File: src/sv/sfr_pkg.sv
package sfr_pkg;

    localparam int unsigned BYTE_W     = 8;
    localparam int unsigned TIME_W     = 32;
    localparam int unsigned CHAN_W     = 11;
    localparam int unsigned NUM_CHAN   = 16;
    localparam int unsigned IDX_W      = 4;
    localparam int unsigned POS_W      = 5;
    // Bytes 1 to 23 of a frame: 22 channel bytes and the flag byte.
    localparam int unsigned BODY_BYTES = 23;
    localparam int unsigned BODY_W     = BODY_BYTES * BYTE_W;
    localparam int unsigned CHBITS_W   = NUM_CHAN * CHAN_W;

    localparam logic [BYTE_W-1:0] HDR_BYTE  = 8'h0F;
    localparam logic [BYTE_W-1:0] FTR_BYTE  = 8'h00;
    localparam logic [POS_W-1:0]  STORE_LEN = 5'd24;
    localparam logic [BYTE_W-1:0] GAP_RESET = 8'd5;

    // Bit positions inside the flag byte.
    localparam int unsigned FLAG_CH17     = 0;
    localparam int unsigned FLAG_CH18     = 1;
    localparam int unsigned FLAG_LOST     = 2;
    localparam int unsigned FLAG_FAILSAFE = 3;

    localparam logic [IDX_W-1:0] LAST_CHAN = 4'd15;

    localparam int unsigned S_TDATA_W = 40;
    localparam int unsigned M_TDATA_W = 48;

endpackage

File: src/sv/sbus_frame_receiver.sv
// Channel   Direction  Signals                          Payload
// s_axis    in         s_axis_tvalid/tready/tdata       rx_byte, now_tick
// m_axis    out        m_axis_tvalid/tready/tdata/...   one channel result per transaction
// cfg       in         i_cfg_valid/o_cfg_ready/data     gap_limit
//
// A received byte may be accepted every cycle, except while the footer is held off.
// An accepted frame is copied to a result buffer and sent as sixteen
// transactions, one per cycle while m_axis_tready is high.
// The footer byte of a new frame is held off while the buffer still sends.
// Reset is synchronous and active low; gap_limit returns to 5.
module sbus_frame_receiver
    import sfr_pkg::*;
#(
    parameter int unsigned TICK_WIDTH = 32
) (
    input  logic                  i_clk,
    input  logic                  i_rst_n,
    input  logic                  s_axis_tvalid,
    output logic                  s_axis_tready,
    // [7:0] rx_byte, [39:8] now_tick
    input  logic [S_TDATA_W-1:0]  s_axis_tdata,
    output logic                  m_axis_tvalid,
    input  logic                  m_axis_tready,
    // [10:0] channel_value, [11] digital_ch17, [12] digital_ch18,
    // [13] lost_flag, [14] failsafe_flag, [46:15] frame_time, [47] zero
    output logic [M_TDATA_W-1:0]  m_axis_tdata,
    // [3:0] channel_index
    output logic [IDX_W-1:0]      m_axis_tuser,
    output logic                  m_axis_tlast,
    input  logic                  i_cfg_valid,
    output logic                  o_cfg_ready,
    input  logic [BYTE_W-1:0]     i_cfg_data
);

    logic [BYTE_W-1:0]     r_gap;
    logic                  r_rx;
    logic [POS_W-1:0]      r_pos;
    logic [TICK_WIDTH-1:0] r_last;
    logic [BODY_W-1:0]     r_body;

    logic                  r_busy;
    logic [IDX_W-1:0]      r_cnt;
    logic [CHBITS_W-1:0]   r_chan;
    logic [3:0]            r_flags;
    logic [TIME_W-1:0]     r_time;

    logic [BYTE_W-1:0]     w_byte;
    logic [TIME_W-1:0]     w_raw;
    logic [TICK_WIDTH-1:0] w_now;
    logic [TICK_WIDTH-1:0] w_diff;
    logic                  w_gap_hit;
    logic                  w_in_acc;
    logic                  w_out_acc;
    logic                  w_at_footer;
    logic                  w_frame_ok;

    assign w_byte = s_axis_tdata[BYTE_W-1:0];
    assign w_raw  = s_axis_tdata[BYTE_W +: TIME_W];
    assign w_now  = TICK_WIDTH'(w_raw);
    assign w_diff = w_now - r_last;
    assign w_gap_hit = (w_diff > TICK_WIDTH'(r_gap));

    assign w_at_footer = r_rx && (r_pos >= STORE_LEN);
    assign s_axis_tready = !(r_busy && w_at_footer);
    assign w_in_acc  = s_axis_tvalid && s_axis_tready;
    assign w_out_acc = r_busy && m_axis_tready;
    assign w_frame_ok = w_in_acc && !w_gap_hit && w_at_footer && (w_byte == FTR_BYTE);

    assign o_cfg_ready = 1'b1;

    always_ff @(posedge i_clk) begin
        if (!i_rst_n) begin
            r_gap <= GAP_RESET;
        end else if (i_cfg_valid) begin
            r_gap <= i_cfg_data;
        end
    end

    // Reassembly state.
    always_ff @(posedge i_clk) begin
        if (!i_rst_n) begin
            r_rx   <= 1'b0;
            r_pos  <= '0;
            r_last <= '0;
        end else if (w_in_acc) begin
            r_last <= w_now;
            if (w_gap_hit || !r_rx) begin
                if (w_byte == HDR_BYTE) begin
                    r_rx  <= 1'b1;
                    r_pos <= POS_W'(1);
                end else begin
                    r_rx  <= 1'b0;
                    r_pos <= '0;
                end
            end else if (!w_at_footer) begin
                r_pos <= r_pos + POS_W'(1);
            end else begin
                r_rx  <= 1'b0;
                r_pos <= '0;
            end
        end
    end

    // Body bytes shift in from the top, so byte 1 ends up in the lowest bits.
    always_ff @(posedge i_clk) begin
        if (w_in_acc && r_rx && !w_gap_hit && !w_at_footer) begin
            r_body <= {w_byte, r_body[BODY_W-1:BYTE_W]};
        end
    end

    always_ff @(posedge i_clk) begin
        if (!i_rst_n) begin
            r_busy <= 1'b0;
            r_cnt  <= '0;
        end else if (w_frame_ok) begin
            r_busy <= 1'b1;
            r_cnt  <= '0;
        end else if (w_out_acc) begin
            if (r_cnt == LAST_CHAN) begin
                r_busy <= 1'b0;
            end
            r_cnt <= r_cnt + IDX_W'(1);
        end
    end

    // The channel bits move down by one channel per transaction.
    always_ff @(posedge i_clk) begin
        if (w_frame_ok) begin
            r_chan  <= r_body[CHBITS_W-1:0];
            r_flags <= r_body[BODY_W-BYTE_W +: 4];
            r_time  <= w_raw;
        end else if (w_out_acc) begin
            r_chan <= {{CHAN_W{1'b0}}, r_chan[CHBITS_W-1:CHAN_W]};
        end
    end

    assign m_axis_tvalid = r_busy;
    assign m_axis_tuser  = r_cnt;
    assign m_axis_tlast  = (r_cnt == LAST_CHAN);
    assign m_axis_tdata  = {1'b0, r_time,
                            r_flags[FLAG_FAILSAFE], r_flags[FLAG_LOST],
                            r_flags[FLAG_CH18], r_flags[FLAG_CH17],
                            r_chan[CHAN_W-1:0]};

endmodule
File: config.mk
export PLATFORM = sky130hd
export DESIGN_NAME = sbus_frame_receiver
export DESIGN_NICKNAME = d
export VERILOG_FILES = /design/src/sv/sfr_pkg.sv /design/src/sv/sbus_frame_receiver.sv
export SDC_FILE = /design/constraint.sdc
export NUM_CORES = 1
export LEC_CHECK = 0
export BUFFER_PORTS_ARGS = -buffer_cell sky130_fd_sc_hd__buf_2
export CAP_MARGIN = 10
export CELL_PAD_IN_SITES_DETAIL_PLACEMENT = 1
export CELL_PAD_IN_SITES_GLOBAL_PLACEMENT = 2
export CORE_MARGIN = 2
export CORE_UTILIZATION = 30
export DETAILED_ROUTE_END_ITERATION = 16
export GPL_TIMING_DRIVEN = 0
export PLACE_DENSITY_LB_ADDON = 0.12
export SLEW_MARGIN = 20
export SYNTH_ARGS = -nofsm -noshare
export SYNTH_HDL_FRONTEND = slang
export SYNTH_SLANG_ARGS = --single-unit
File: constraint.sdc
create_clock -name i_clk -period 68.3 [get_ports i_clk]
set_input_delay 13.66 -clock i_clk [delete_from_list [all_inputs] [get_ports i_clk]]
set_output_delay 13.66 -clock i_clk [all_outputs]
set_load 0.03 [all_outputs]
==> results.json <==
{
  "clkSlewWorstSetupHoldPaths_ps": 50,
  "cts_buffer_depth": 3,
  "p_per_area_nw_per_um2": 26.3,
  "pin_count": 109,
  "hold_class": "reg2reg",
  "stdcell_area_sq_um": 22300,
  "detailed_place_hpwl_microns": 29400,
  "crit_required_ps": 68550,
  "core_sq_um": 61900,
  "layout_min_cycle_time_ps": 19200,
  "endpoint_kind": "flop",
  "final_common_cell": "edfxtp_1",
  "syn_to_final_growth_pct": 18.3,
  "path_max_fanout": 45,
  "synth-async-reset-ratio_pct": 0,
  "worst_slew_pin_slew_ps": 816,
  "synthesis.area_sq_um": 18900,
  "drv_slew": 0,
  "ys_types": 67,
  "cts_setup_buffers": 0,
  "yosysWarningCount": 0,
  "antenna_found_initial": 1,
  "max-slew-margin-rel_pct": 45.1,
  "crit_buf_inv": 8,
  "final_cells": 2277,
  "rows": 91,
  "placed_cells_incl_taps": 2186,
  "final_nets": 1497,
  "grt.busiest_layer": "met2",
  "drt-vias-per-instance": 4.43,
  "grt_pass1_wl_microns": 64400,
  "hold-worst-slack_ps": 418,
  "grtUsageMet3_pct": 2.21,
  "start_kind": "primary input",
  "ctsResizeCount": 0,
  "crit_family": "simple AND/OR/NAND/NOR gates",
  "skew_ps": 34.1,
  "power_leakage_uw": 0.00764,
  "finalSetupTns_ps": 0,
  "syn_area_per_cell_sq_um": 15.7,
  "antenna_left": 0,
  "synthFlopType": "edfxtp_1",
  "initial_core_util_pct": 30.5,
  "slowest_stage": "fa_1",
  "drc": 0,
  "crit_type": "in2reg",
  "cts_buffers": 50,
  "antenna_cells": 0,
  "ys_seq_area_share_pct": 68.4,
  "grt_util_met1_pct": 15.7,
  "wire_per_inst_microns": 17.9,
  "insertion_delay_ps": 600,
  "cts_sinks": 447,
  "mostFrequentLayoutCells": "edfxtp_1, buf_2, mux2_4, nand2_1, a21oi_1",
  "multiInputGateArea_sq_um": 5380,
  "wl_microns": 40800,
  "first_global_vias": 11221,
  "path_cells": "buf_2 -> inv_1 -> ha_1 -> fa_1 -> nand2b_1 -> a21oi_1 -> nand2b_1 -> xor2_1 -> ha_1 -> nand4_1 -> a21oi_1 -> a2111oi_0 -> o21ai_0 -> nor3_1 -> nand4_1 -> and4b_2 -> nand3b_2 -> buf_6 -> buf_6 -> nand2_4 -> buf_12 -> buf_12 -> buf_16 -> buf_16",
  "netlist_instances": 1206,
  "ir_drop_v": 0.0000196,
  "cp.arrival_ps": 19450,
  "dieArea_sq_um": 65000,
  "cts_hold_buf": 0,
  "clockRootBuffer": "clkbuf_16",
  "status": "completed",
  "seq_area_sq_um": 12900,
  "post_dp_cell_area_sq_um": 20800,
  "gp_congestion": 0.776,
  "vias": 10090,
  "h-tree-depth": 2,
  "die_w_microns": 255,
  "synth_seq_cells": 447,
  "synth-edff-count": 396,
  "finalHoldViolCount": 0,
  "grt_start_max_net_pins": 46,
  "finalSetupViolations": 0,
  "tritoncts": "built",
  "rsz0062_at_grt": "false",
  "drv_cap": 0,
  "max_stage_delay_ps": 420,
  "synth_fp_nets": 1302,
  "n_fill_cell": 6454,
  "overflow": 0,
  "min_period_over_period_pct": 28.1,
  "dr.first_iter.drc_count": 390,
  "grt_use_total_pct": 12.9,
  "use_met2_pct": 23.1,
  "drive_gt1_share_pct": 29.9,
  "fmax_mhz": 52.1,
  "dr.pass1.iters": 6,
  "numPortBuffers": 105,
  "die-height_microns": 255
}
-- sequential cells by signal (all words and copies together), names as in the netlist --
register	cells
r_flags	4
r_last	32
m_axis_tuser	4
r_chan	176
r_pos	5
r_rx	1
m_axis_tvalid	1
r_body	184
r_time	32
r_gap	8
-- stage by stage --
step	power (uW)	setup slack (ps)	util, %
after global routing	612	48630	36.1
after floorplan	323	33550	-
final	588	49100	36.1
after detailed placement	334	48290	33.5
after global placement	334	20570	33.0
after CTS	599	48900	36.1
-- cell families after synthesis --
kind of cell             synth area share [%]
AO/OA/AOI/OAI                            5.06
XOR/XNOR                                 1.25
adder cells (fa/ha/maj)                  2.89
buffers and inverters                    3.19
flip-flops                               68.4
multiplexers                             13.0
other                                  0.0398
AND/OR/NAND/NOR                          6.21
-- final cells by class --
| class | count | share of cell area [%] |
|---|---|---|
| Sequential cell | 447 | 57.8 |
| Timing Repair Buffer | 143 | 3.74 |
| Clock buffer | 68 | 6.04 |
| Buffer | 56 | 1.80 |
| Clock inverter | 23 | 0.946 |
| Tap cell | 837 | 4.69 |
| Multi-Input combinational cell | 649 | 24.1 |
| Inverter | 54 | 0.907 |
-- path summary, 6_finish.rpt --
path                          start                    end  slack [ps]  cells after the start
max reg2reg  r_last[0]$_SDFFE_PN0P_   r_chan[73]$_DFFE_PP_       62020                     22
max                 s_axis_tdata[8]   r_chan[73]$_DFFE_PP_       49100                     24
min           r_body[182]$_DFFE_PP_  r_body[174]$_DFFE_PP_         420                      0
min reg2reg   r_body[182]$_DFFE_PP_  r_body[174]$_DFFE_PP_         420                      0
-- cells in the mapped netlist (all sizes together) (2+ instances only) --
master,n,share of area (%)
a2111oi,3,0.27
a211o,2,0.093
a211oi,3,0.12
a21o,4,0.16
a21oi,76,2.1
a311oi,2,0.093
a31oi,2,0.066
and2,15,0.50
and3,3,0.099
and3b,2,0.093
and4b,2,0.11
buf,43,1.9
clkbuf,13,0.26
conb,2,0.040
dfxtp,51,5.4
edfxtp,396,63
ha,42,2.8
inv,54,1.1
mux2,165,12
mux2i,11,0.58
nand2,115,2.3
nand2b,8,0.27
nand3,12,0.32
nand4,21,0.70
nor2,40,0.80
nor2b,2,0.066
nor3,13,0.34
nor3b,2,0.080
nor4,5,0.20
o211ai,8,0.34
o21a,7,0.28
o21ai,23,0.61
o21bai,5,0.20
o22ai,3,0.099
o311ai,2,0.093
o31ai,3,0.12
or2,4,0.13
or3,2,0.066
xnor2,11,0.51
xor2,16,0.74
-- where the power goes --
| part | switching (uW) | internal [uW] | leakage [uW] |
|---|---|---|---|
| Combinational | 20.7 | 11.9 | 0.00350 |
| Clock | 110 | 150 | 0.000757 |
| Sequential | 0.652 | 295 | 0.00339 |
-- layer usage --
layer | share of wire (%) | wire length (microns)
met1 | 44 | 17800
met2 | 51 | 20800
met3 | 3.0 | 1220
met4 | 2.6 | 1070
met5 | 0.027 | 11
Power figures use the tool's default switching activity.
